**src/sv/nbd_pkg.sv**
```systemverilog
// Shared types and codes for the session request name decoder.
// No dependencies; imported by every module of the block.
package nbd_pkg;

	localparam int QUEUE_DEPTH_DEF = 4;

	// Work codes passed from the front part to the back part
	localparam logic [1:0] OP_NONE = 2'd0;
	localparam logic [1:0] OP_CHAR = 2'd1;
	localparam logic [1:0] OP_ESC  = 2'd2;
	localparam logic [1:0] OP_DOT  = 2'd3;

	localparam logic [7:0] CH_LT  = 8'h3C;
	localparam logic [7:0] CH_GT  = 8'h3E;
	localparam logic [7:0] CH_DOT = 8'h2E;

	typedef struct packed {
		logic [7:0] data_byte;
		logic       end_of_message;
	} req_t;

	typedef struct packed {
		logic [7:0] char_out;
		logic       in_caller;
		logic       end_marker;
		logic       truncated;
	} res_t;

	typedef struct packed {
		logic [1:0] op;
		logic [7:0] value;
		logic       section;
		logic       eom;
		logic       trunc;
	} cmd_t;

	function automatic logic [7:0] hex_char(input logic [3:0] n);
		if (n < 4'd10)
			return 8'h30 + {4'h0, n};
		else
			return 8'h37 + {4'h0, n};
	endfunction

endpackage

```
**src/sv/nbd_front.sv**
```systemverilog
// Front part: takes payload bytes, tracks the name/label parse state and
// turns each byte into at most one work command. Depends on nbd_pkg.
module nbd_front
	import nbd_pkg::*;
(
	input  logic clk,
	input  logic arst_n,
	input  logic accept,
	input  req_t request,
	output logic cmd_push,
	output cmd_t cmd
);

	localparam logic [2:0] PH_NAMELEN = 3'd0;
	localparam logic [2:0] PH_FIRST   = 3'd1;
	localparam logic [2:0] PH_SECOND  = 3'd2;
	localparam logic [2:0] PH_LABLEN  = 3'd3;
	localparam logic [2:0] PH_LABEL   = 3'd4;
	localparam logic [2:0] PH_DONE    = 3'd5;

	logic [2:0] phase_q, phase_n;
	logic       sec_q, sec_n;
	logic [3:0] hi_q, hi_n;
	logic [7:0] rem_q, rem_n;
	logic       fin_q, fin_n;
	logic [1:0] op;
	logic [7:0] value;
	logic [7:0] b;
	logic [7:0] pair;

	function automatic logic [3:0] letter_nibble(input logic [7:0] c);
		logic [7:0] d;
		d = c - 8'h41;
		if (c < 8'h41 || c > 8'h50)
			return 4'h0;
		else
			return d[3:0];
	endfunction

	function automatic logic printable(input logic [7:0] v);
		return (v >= 8'h21) && (v <= 8'h7E);
	endfunction

	assign b    = request.data_byte;
	assign pair = {hi_q, letter_nibble(b)};

	always_comb begin
		phase_n = phase_q;
		sec_n   = sec_q;
		hi_n    = hi_q;
		rem_n   = rem_q;
		fin_n   = fin_q;
		op      = OP_NONE;
		value   = b;
		unique case (phase_q)
			PH_NAMELEN: begin
				rem_n   = b;
				phase_n = (b >= 8'd2) ? PH_FIRST : PH_LABLEN;
			end
			PH_FIRST: begin
				hi_n    = letter_nibble(b);
				phase_n = PH_SECOND;
			end
			PH_SECOND: begin
				value = pair;
				// a space survives unless it is the last pair of the name
				if (printable(pair) || (pair == 8'h20 && rem_q > 8'd2))
					op = OP_CHAR;
				else
					op = OP_ESC;
				rem_n   = rem_q - 8'd2;
				phase_n = (rem_n >= 8'd2) ? PH_FIRST : PH_LABLEN;
			end
			PH_LABLEN: begin
				if (b == 8'd0) begin
					if (!sec_q) begin
						sec_n   = 1'b1;
						phase_n = PH_NAMELEN;
					end else begin
						fin_n   = 1'b1;
						phase_n = PH_DONE;
					end
				end else begin
					op      = OP_DOT;
					rem_n   = b;
					phase_n = PH_LABEL;
				end
			end
			PH_LABEL: begin
				op    = printable(b) ? OP_CHAR : OP_ESC;
				rem_n = rem_q - 8'd1;
				if (rem_n == 8'd0)
					phase_n = PH_LABLEN;
			end
			default: begin
			end
		endcase
	end

	assign cmd.op      = op;
	assign cmd.value   = value;
	assign cmd.section = sec_n;
	assign cmd.eom     = request.end_of_message;
	assign cmd.trunc   = !fin_n;
	assign cmd_push    = accept && (op != OP_NONE || request.end_of_message);

	always_ff @(posedge clk or negedge arst_n) begin
		if (!arst_n) begin
			phase_q <= PH_NAMELEN;
			sec_q   <= 1'b0;
			hi_q    <= 4'h0;
			rem_q   <= 8'd0;
			fin_q   <= 1'b0;
		end else if (accept) begin
			if (request.end_of_message) begin
				phase_q <= PH_NAMELEN;
				sec_q   <= 1'b0;
				hi_q    <= 4'h0;
				rem_q   <= 8'd0;
				fin_q   <= 1'b0;
			end else begin
				phase_q <= phase_n;
				sec_q   <= sec_n;
				hi_q    <= hi_n;
				rem_q   <= rem_n;
				fin_q   <= fin_n;
			end
		end
	end

	a_fin_caller: assert property (@(posedge clk) disable iff (!arst_n)
		fin_q |-> sec_q)
		else $error("scope finished outside caller section");
	a_done_fin: assert property (@(posedge clk) disable iff (!arst_n)
		(phase_q == PH_DONE) == fin_q)
		else $error("done phase and finished flag disagree");
	a_label_rem: assert property (@(posedge clk) disable iff (!arst_n)
		(phase_q == PH_LABEL) |-> (rem_q != 8'd0))
		else $error("label phase with nothing remaining");

endmodule

```
**src/sv/nbd_fifo.sv**
```systemverilog
// Short command queue between the front and back parts.
// Depends on nbd_pkg for the command type.
module nbd_fifo
	import nbd_pkg::*;
#(
	parameter int DEPTH = QUEUE_DEPTH_DEF
) (
	input  logic clk,
	input  logic arst_n,
	input  logic wr,
	input  cmd_t wdata,
	input  logic rd,
	output cmd_t rdata,
	output logic nonempty,
	output logic full
);

	localparam int PTR_W = (DEPTH > 1) ? $clog2(DEPTH) : 1;
	localparam int CNT_W = $clog2(DEPTH + 1);
	localparam logic [PTR_W-1:0] LAST = PTR_W'(DEPTH - 1);

	cmd_t             mem_q [DEPTH];
	logic [PTR_W-1:0] wp_q, rp_q;
	logic [CNT_W-1:0] cnt_q;

	assign nonempty = cnt_q != '0;
	assign full     = cnt_q == CNT_W'(DEPTH);
	assign rdata    = mem_q[rp_q];

	always_ff @(posedge clk) begin
		if (wr)
			mem_q[wp_q] <= wdata;
	end

	always_ff @(posedge clk or negedge arst_n) begin
		if (!arst_n) begin
			wp_q  <= '0;
			rp_q  <= '0;
			cnt_q <= '0;
		end else begin
			if (wr)
				wp_q <= (wp_q == LAST) ? '0 : wp_q + 1'b1;
			if (rd)
				rp_q <= (rp_q == LAST) ? '0 : rp_q + 1'b1;
			if (wr && !rd)
				cnt_q <= cnt_q + 1'b1;
			else if (rd && !wr)
				cnt_q <= cnt_q - 1'b1;
		end
	end

endmodule

```
**src/sv/nbd_back.sv**
```systemverilog
// Back part: expands each command into output register results, one
// per cycle unless the output is held. Depends on nbd_pkg.
module nbd_back
	import nbd_pkg::*;
(
	input  logic clk,
	input  logic arst_n,
	input  logic cmd_avail,
	input  cmd_t cmd_in,
	output logic cmd_pop,
	input  logic pop,
	output logic empty,
	output res_t result
);

	cmd_t       cmd_q;
	logic       busy_q;
	logic [2:0] step_q;
	logic       ovalid_q;
	res_t       out_q;
	logic [2:0] base;
	logic [2:0] cnt;
	logic       adv;
	logic       last;
	res_t       res;

	always_comb begin
		unique case (cmd_q.op)
			OP_CHAR: base = 3'd1;
			OP_DOT:  base = 3'd1;
			OP_ESC:  base = 3'd4;
			default: base = 3'd0;
		endcase
	end

	assign cnt  = base + {2'b00, cmd_q.eom};
	assign adv  = !ovalid_q || pop;
	assign last = busy_q && (step_q == cnt - 3'd1);

	always_comb begin
		res.in_caller  = cmd_q.section;
		res.end_marker = 1'b0;
		res.truncated  = 1'b0;
		res.char_out   = cmd_q.value;
		if (step_q >= base) begin
			res.char_out   = 8'h00;
			res.end_marker = 1'b1;
			res.truncated  = cmd_q.trunc;
		end else if (cmd_q.op == OP_DOT) begin
			res.char_out = CH_DOT;
		end else if (cmd_q.op == OP_ESC) begin
			unique case (step_q[1:0])
				2'd0: res.char_out = CH_LT;
				2'd1: res.char_out = hex_char(cmd_q.value[7:4]);
				2'd2: res.char_out = hex_char(cmd_q.value[3:0]);
				default: res.char_out = CH_GT;
			endcase
		end
	end

	assign cmd_pop = cmd_avail && (!busy_q || (adv && last));
	assign empty   = !ovalid_q;
	assign result  = out_q;

	always_ff @(posedge clk) begin
		if (cmd_pop)
			cmd_q <= cmd_in;
		if (adv && busy_q)
			out_q <= res;
	end

	always_ff @(posedge clk or negedge arst_n) begin
		if (!arst_n) begin
			busy_q   <= 1'b0;
			step_q   <= 3'd0;
			ovalid_q <= 1'b0;
		end else begin
			if (adv)
				ovalid_q <= busy_q;
			if (cmd_pop) begin
				busy_q <= 1'b1;
				step_q <= 3'd0;
			end else if (adv && busy_q) begin
				if (last)
					busy_q <= 1'b0;
				else
					step_q <= step_q + 3'd1;
			end
		end
	end

	a_step_range: assert property (@(posedge clk) disable iff (!arst_n)
		busy_q |-> (step_q < cnt))
		else $error("expansion step past command length");
	a_marker_trunc: assert property (@(posedge clk) disable iff (!arst_n)
		(ovalid_q && !out_q.end_marker) |-> !out_q.truncated)
		else $error("truncated flag on a character result");
	a_marker_char: assert property (@(posedge clk) disable iff (!arst_n)
		(ovalid_q && out_q.end_marker) |-> (out_q.char_out == 8'h00))
		else $error("end marker with nonzero character");

endmodule

```
**src/sv/netbios_name_decoder.sv**
```systemverilog
// Top level of the session request name decoder: front parser, command
// queue and result expander. Depends on nbd_pkg, nbd_front, nbd_fifo, nbd_back.

// The decoder takes one payload byte per transfer and returns the decoded
// called and caller names as a stream of characters, ending each message
// with one end marker result. A byte is taken whenever the command queue
// has room; the back part then gives one result per cycle unless its
// output is held, so a byte yields 0 to 5 results (one for a plain character
// or label dot, four for an escape, plus one for the end marker); the sustained
// rate is set by that expander and the pop rate. The queue of QUEUE_DEPTH
// commands lets bytes that give no result pass while escapes drain.
module netbios_name_decoder
	import nbd_pkg::*;
#(
	parameter int QUEUE_DEPTH = QUEUE_DEPTH_DEF
) (
	input  logic clk,
	input  logic arst_n,
	input  logic push,
	output logic full,
	input  req_t request,
	output logic empty,
	input  logic pop,
	output res_t result
);

	logic accept;
	logic cmd_push;
	cmd_t cmd_w;
	cmd_t cmd_r;
	logic cmd_avail;
	logic cmd_pop;

	assign accept = push && !full;

	nbd_front u_front (
		.clk      (clk),
		.arst_n   (arst_n),
		.accept   (accept),
		.request  (request),
		.cmd_push (cmd_push),
		.cmd      (cmd_w)
	);

	nbd_fifo #(
		.DEPTH (QUEUE_DEPTH)
	) u_fifo (
		.clk      (clk),
		.arst_n   (arst_n),
		.wr       (cmd_push),
		.wdata    (cmd_w),
		.rd       (cmd_pop),
		.rdata    (cmd_r),
		.nonempty (cmd_avail),
		.full     (full)
	);

	nbd_back u_back (
		.clk       (clk),
		.arst_n    (arst_n),
		.cmd_avail (cmd_avail),
		.cmd_in    (cmd_r),
		.cmd_pop   (cmd_pop),
		.pop       (pop),
		.empty     (empty),
		.result    (result)
	);

endmodule

```
**config.mk**
```make
export PLATFORM = sky130hd
export DESIGN_NAME = netbios_name_decoder
export DESIGN_NICKNAME = d
export VERILOG_FILES = /design/src/sv/nbd_pkg.sv /design/src/sv/nbd_front.sv /design/src/sv/nbd_fifo.sv /design/src/sv/nbd_back.sv /design/src/sv/netbios_name_decoder.sv
export SDC_FILE = /design/constraint.sdc
export NUM_CORES = 1
export LEC_CHECK = 0
export BUFFER_PORTS_ARGS = -buffer_cell sky130_fd_sc_hd__buf_2
export CAP_MARGIN = 20
export CORE_MARGIN = 2
export CORE_UTILIZATION = 53
export CTS_CLUSTER_SIZE = 30
export DETAILED_ROUTE_END_ITERATION = 10
export PLACE_DENSITY = 0.68
export SYNTH_ARGS = -nofsm -noshare
export SYNTH_HDL_FRONTEND = slang
export SYNTH_SLANG_ARGS = --single-unit
```
**constraint.sdc**
```tcl
create_clock -name clk -period 3.2 [get_ports clk]
set_input_delay 0.32 -clock clk [delete_from_list [all_inputs] [get_ports clk]]
set_output_delay 0.32 -clock clk [all_outputs]
set_load 0.02 [all_outputs]
```
==> flow_summary.ini, run 1 <==
[critical_path]
crit_arrival_ps = 3120
r2r-end = u_fifo.cnt_q[1]$_DFFE_PN0P_
crit_family = adder cells
rr_startpoint = u_back.cmd_q[12]$_DFFE_PP_
crit_path_start_kind = flip-flop
worst-path-buf-inv = 1
r2r_setup_slack_ps = 340
critPathSlowestCell = edfxtp_1
cp_max_fo = 10
reg2regPathDepth = 9
cp-end-kind = flip-flop
path_class = flip-flop to flip-flop
crit_required_ps = 3460
path_cells = nand2b_1 > xor2_1 > mux2i_1 > nand3_1 > a21o_1 > ha_1 > inv_1 > fa_1 > mux2_2
cp_slowest_stage_delay_ps = 540

[placement]
port_buffers = 25
place.gp.congestion = 0.945
post-place-cells = 607
place_area_um2 = 5690
hpwl_mm = 7.60

[clocking]
post-cts-setup-buffer-count = 0
ctsResizeCount = 0
path_clk_slew_ps = 100
cts-buffers-inserted = 9
max-clock-path-buffers = 2
clock_sinks = 105
cts_tree = built
clk_latency_ps = 360
cts_root_buffer = clkbuf_8
htreeDepth = 3
cts_hold_buf = 0

[global_routing]
grt_pass1_wl_mm = 17.7
overflow = 0
grt_pass1_vias = 3595
grtUsageTotal = 0.202
antenna_found_initial = 0
grt_max_degree = 30

[cells_and_area]
multi_input_area_um2 = 2240
fillers = 775
ff_latch_area_um2 = 3010
stdcell_count = 623
drive_gt1_frac = 0.151
finalNetCount = 524
postLayoutCellArea_um2 = 5890
areaGrowthSynthToFinish_pct = 8.53
antenna_cells = 0

[routing]
vias_per_cell = 5.90
first_pass_iters = 5
routed_wirelength_mm = 10.4
route.detailed.drc = 0
wl_per_cell_um = 16.6
antenna_left = 0
vias = 3678
drt_iter0_markers = 234

[outcome]
status = finished, violations left
violations = negative hold slack

[synth]
ys_seq_area_frac = 0.554
syn_area_um2 = 5430
syn_inst = 457
synthArstFlopShare = 0.276
synth.distinct_cells = 62
synth_seq_cells = 105
yosysWarnings = 0
syn_nets = 496
syn_area_per_cell_um2 = 11.9
synth_edf_count = 76
ys.flop_type = edfxtp_1

[pwr]
power_density_nw_per_um2 = 868
power.total_mw = 5.11
power.leakage_nw = 2.25
ir_worst_vdd_uv = 508

[sta]
hold_ws_ps = -12.2
final_hold_viol_count = 10
tightest_slew_ps = 918
period_share = 0.893
finalSetupViolCount = 0
timing.final.crit_period_ps = 2860
relSlewSlack = 0.388
setup-tns-final_ps = 0
slew_viol_final = 0
fin_worst_skew_ps = 14.1
rsz0062_at_grt = false
fmax_ghz = 0.350

[floorplan]
core_area_um2 = 9860
chipWidth_um = 105
die_y_um = 105
ios = 26
rows = 36
start_util = 0.550
die-area_um2 = 11100

[job]
cap_viol_max_count = 0

[hold_path]
worstHoldPathType = input pin to asynchronous set/reset pin
## layer usage
metal,GRT usage,up-vias,share of wire
met1,0.250,1780,0.41
li1,-,1757,-
met3,0.0346,28,0.043
met4,0.0743,0,0.026
met2,0.354,113,0.52
met5,0,-,0
## where the power goes
| group | internal, mW | leakage, nW | total [mW] | switching (mW) |
|---|---|---|---|---|
| Clock | 0.387 | 0.101 | 0.817 | 0.430 |
| Sequential | 1.89 | 1.06 | 2.25 | 0.355 |
| Combinational | 0.886 | 1.09 | 2.05 | 1.16 |
## layout make-up
cell class / instances / share of cell area
Clock buffer: 12 / 0.0246
Clock inverter: 4 / 0.00892
Inverter: 27 / 0.0172
Multi-Input combinational cell: 310 / 0.380
Sequential cell: 105 / 0.511
Tap cell: 133 / 0.0282
Timing Repair Buffer: 32 / 0.0302
## cells in the mapped netlist (3+ instances only)
library cell,number,share of area
ha_1,25,0.058
nor2_1,29,0.020
and2_1,7,0.0081
nor2b_1,6,0.0069
a311oi_1,3,0.0048
nand2b_1,8,0.0092
a211oi_1,4,0.0055
nand2_1,53,0.037
clkbuf_1,9,0.0062
o22ai_1,7,0.0081
xor2_1,6,0.0097
dfrtp_1,29,0.13
mux2_2,3,0.0062
xnor2_1,9,0.015
nor3b_1,4,0.0055
a21o_1,4,0.0055
nand4_1,3,0.0035
mux4_2,13,0.054
edfxtp_1,76,0.42
nor3_1,18,0.017
a22o_1,5,0.0081
a31oi_1,3,0.0035
a22oi_1,4,0.0055
a21oi_1,19,0.018
o21ai_0,27,0.025
inv_1,27,0.019
o31ai_1,6,0.0083
buf_2,3,0.0028
nand3_1,8,0.0074
## registers in the layout, summed over array words and instances, names as in the netlist
register	cells
u_fifo.rp_q	2
u_front.rem_q	8
u_back.cmd_q	13
u_back.ovalid_q	1
u_fifo.mem_q	52
u_fifo.wp_q	2
u_back.step_q	3
u_front.sec_q	1
u_fifo.cnt_q	3
u_front.phase_q	3
u_back.busy_q	1
u_front.hi_q	4
u_front.fin_q	1
u_back.result	11
## logic make-up after synthesis
kind of cell,after synthesis,share of synthesized area
AND/OR/NAND/NOR,149,0.134
flip-flops,105,0.554
AO/OA/AOI/OAI,101,0.126
buffers and inverters,42,0.0332
adder cells (fa/ha/maj),26,0.0613
multiplexers,19,0.0675
XOR/XNOR,15,0.0242
## cell usage in the layout (no fill, tap or decap), types with 7 or more instances in the layout
cell type	instances
clkbuf_8	10
dfrtp_1	29
nor3_1	18
nand2b_1	8
nor2_1	29
o22ai_1	7
edfxtp_1	76
xnor2_1	9
ha_1	25
buf_2	25
mux4_2	13
a21oi_1	19
nand3_1	8
o21ai_0	27
nand2_1	53
and2_1	7
buf_4	7
inv_1	27
## worst max path at each step
stage | startpoint | end | cells past startpoint
after floorplan | u_fifo.cnt_q[0]$_DFFE_PN0P_ | u_fifo.cnt_q[1]$_DFFE_PN0P_ | 8
after global placement | u_back.cmd_q[12]$_DFFE_PP_ | u_fifo.cnt_q[1]$_DFFE_PN0P_ | 9
after detailed placement | u_back.cmd_q[12]$_DFFE_PP_ | u_fifo.cnt_q[1]$_DFFE_PN0P_ | 9
after CTS | u_back.cmd_q[12]$_DFFE_PP_ | u_fifo.cnt_q[1]$_DFFE_PN0P_ | 9
after global routing | u_back.cmd_q[12]$_DFFE_PP_ | u_fifo.cnt_q[1]$_DFFE_PN0P_ | 9
final | u_back.cmd_q[12]$_DFFE_PP_ | u_fifo.cnt_q[1]$_DFFE_PN0P_ | 9
## through the flow
step	setup WS, ps	util
finish	342	0.597
global route	174	0.597
CTS	349	0.597
detailed placement	364	0.577
global placement	457	0.577
floorplan	603	-
Power figures use the tool's default switching activity.
==> run 2: changes to the inputs <==
--- a/config.mk
+++ b/config.mk
@@ -8,10 +8,9 @@
 export BUFFER_PORTS_ARGS = -buffer_cell sky130_fd_sc_hd__buf_2
 export CAP_MARGIN = 20
 export CORE_MARGIN = 2
-export CORE_UTILIZATION = 53
-export CTS_CLUSTER_SIZE = 30
+export CORE_UTILIZATION = 60
 export DETAILED_ROUTE_END_ITERATION = 10
-export PLACE_DENSITY = 0.68
+export PLACE_DENSITY = 0.76
 export SYNTH_ARGS = -nofsm -noshare
 export SYNTH_HDL_FRONTEND = slang
 export SYNTH_SLANG_ARGS = --single-unit
==> flow_summary.ini, run 2 (synthesized netlist as in run 1, its figures left out) <==
[placement]
place.gp.congestion = 0.897
hpwl_mm = 7.85
port_buffers = 25

[clocking]
cts_root_buffer = clkbuf_8
max-clock-path-buffers = 2
path_clk_slew_ps = 110
htreeDepth = 3
cts-buffers-inserted = 9
clk_latency_ps = 360
clock_sinks = 105
cts_hold_buf = 0
ctsResizeCount = 0
cts_tree = built
post-cts-setup-buffer-count = 0

[cells_and_area]
largest_register_ffs = 52
fillers = 670
multi_input_area_um2 = 2240
finalNetCount = 524
final_common_cell = edfxtp_1
layout_common_cells = 76 x edfxtp_1, 53 x nand2_1, 29 x nor2_1, 29 x dfrtp_1
antenna_cells = 0
ff_latch_area_um2 = 3010
areaGrowthSynthToFinish_pct = 8.23
top_register = u_fifo.mem_q
drive_gt1_frac = 0.155

[pwr]
ir_worst_vdd_uv = 486
power.total_mw = 5.18
power_density_nw_per_um2 = 881
power.leakage_nw = 2.25

[sta]
fin_worst_skew_ps = 7.94
final_hold_viol_count = 10
fmax_ghz = 0.352
rsz0062_at_grt = false
hold_ws_ps = -13.4
relSlewSlack = 0.386
timing.final.crit_period_ps = 2840
tightest_slew_ps = 921
period_share = 0.887
slew_viol_final = 0
finalSetupViolCount = 0
setup-tns-final_ps = 0

[floorplan]
die_y_um = 99.1
chipWidth_um = 99.1
ios = 26
die-area_um2 = 9820
rows = 34
start_util = 0.620
core_area_um2 = 8760

[critical_path]
path_cells = nand2b_1 > xor2_1 > mux2i_1 > nand3_1 > a21o_1 > ha_1 > inv_1 > fa_1 > mux2_2
cp-end-kind = flip-flop
worst-path-buf-inv = 1
crit_arrival_ps = 3100
crit_path_start_kind = flip-flop
r2r-end = u_fifo.cnt_q[1]$_DFFE_PN0P_
crit_family = adder cells
rr_startpoint = u_back.cmd_q[12]$_DFFE_PP_
r2r_setup_slack_ps = 360
cp_max_fo = 10
cp_slowest_stage_delay_ps = 530
crit_required_ps = 3460
path_class = flip-flop to flip-flop
reg2regPathDepth = 9
critPathSlowestCell = edfxtp_1

[hold_path]
worstHoldPathType = input pin to asynchronous set/reset pin

[global_routing]
grt_max_degree = 30
grt_use_met1 = 0.298
antenna_found_initial = 0
grt_pass1_wl_mm = 17.9
overflow = 0
grt_pass1_vias = 3562
grtUsageTotal = 0.235
grt_busiest_layer = met2
use_met2 = 0.410
grt.met3_usage = 0.0379

[routing]
routed_wirelength_mm = 10.7
wl_per_cell_um = 17.9
route.detailed.drc = 0
drt_iter0_markers = 234
vias_per_cell = 6.06
first_pass_iters = 4
vias = 3622
antenna_left = 0

[outcome]
violations = negative hold slack
status = finished, violations left

[job]
cap_viol_max_count = 0
## run 2: per-stage QoR
step	utilization	hold slack (ps)	std cells	worst slack (ps)	instance area [µm²]
CTS	0.670	11.5	598	366	5880
finish	0.670	-13.4	598	362	5880
global route	0.670	42.3	598	176	5880
floorplan	-	24.4	457	603	5430
detailed placement	0.646	412	582	392	5660
global placement	0.646	406	582	464	5660
## run 2: final cells by class
cell class | count | area share
clock buffer | 9 | 0.0211
multi-input combinational | 310 | 0.381
sequential | 105 | 0.512
tap | 108 | 0.0230
timing repair buffer | 32 | 0.0302
inverter | 27 | 0.0172
clock inverter | 7 | 0.0151
## run 2: metal layers
metal	share of wire	vias up
li1	-	1747
met1	0.42	1745
met2	0.52	109
met3	0.040	21
met4	0.024	0
met5	0	-
## run 2: where the power goes
group	internal [mW]	switching, mW	total, mW
Clock	0.380	0.482	0.861
Sequential	1.89	0.363	2.26
Combinational	0.884	1.17	2.06
## run 2: worst max-delay path by stage
stage / start / endpoint / slack (ps) / cells past startpoint
5_1_grt: u_back.cmd_q[12]$_DFFE_PP_ / u_fifo.cnt_q[1]$_DFFE_PN0P_ / 180 / 9
3_3_place_gp: u_back.cmd_q[12]$_DFFE_PP_ / u_fifo.cnt_q[1]$_DFFE_PN0P_ / 460 / 9
2_1_floorplan: u_fifo.cnt_q[0]$_DFFE_PN0P_ / u_fifo.cnt_q[1]$_DFFE_PN0P_ / 600 / 8
3_5_place_dp: request[1] / u_fifo.cnt_q[2]$_DFFE_PN0P_ / 390 / 12
4_1_cts: u_back.cmd_q[12]$_DFFE_PP_ / u_fifo.cnt_q[1]$_DFFE_PN0P_ / 370 / 9
6_report: u_back.cmd_q[12]$_DFFE_PP_ / u_fifo.cnt_q[1]$_DFFE_PN0P_ / 360 / 9
## run 2: worst reg2reg max path, delay by kind of cell, from the launching register on
family          cells  cell delay (ps)
xor+xnor            1              200
flops               1              530
fa+ha+maj           2              640
buf+inv             1               80
simple gates        2              410
compound gates      1              260
mux                 2              610
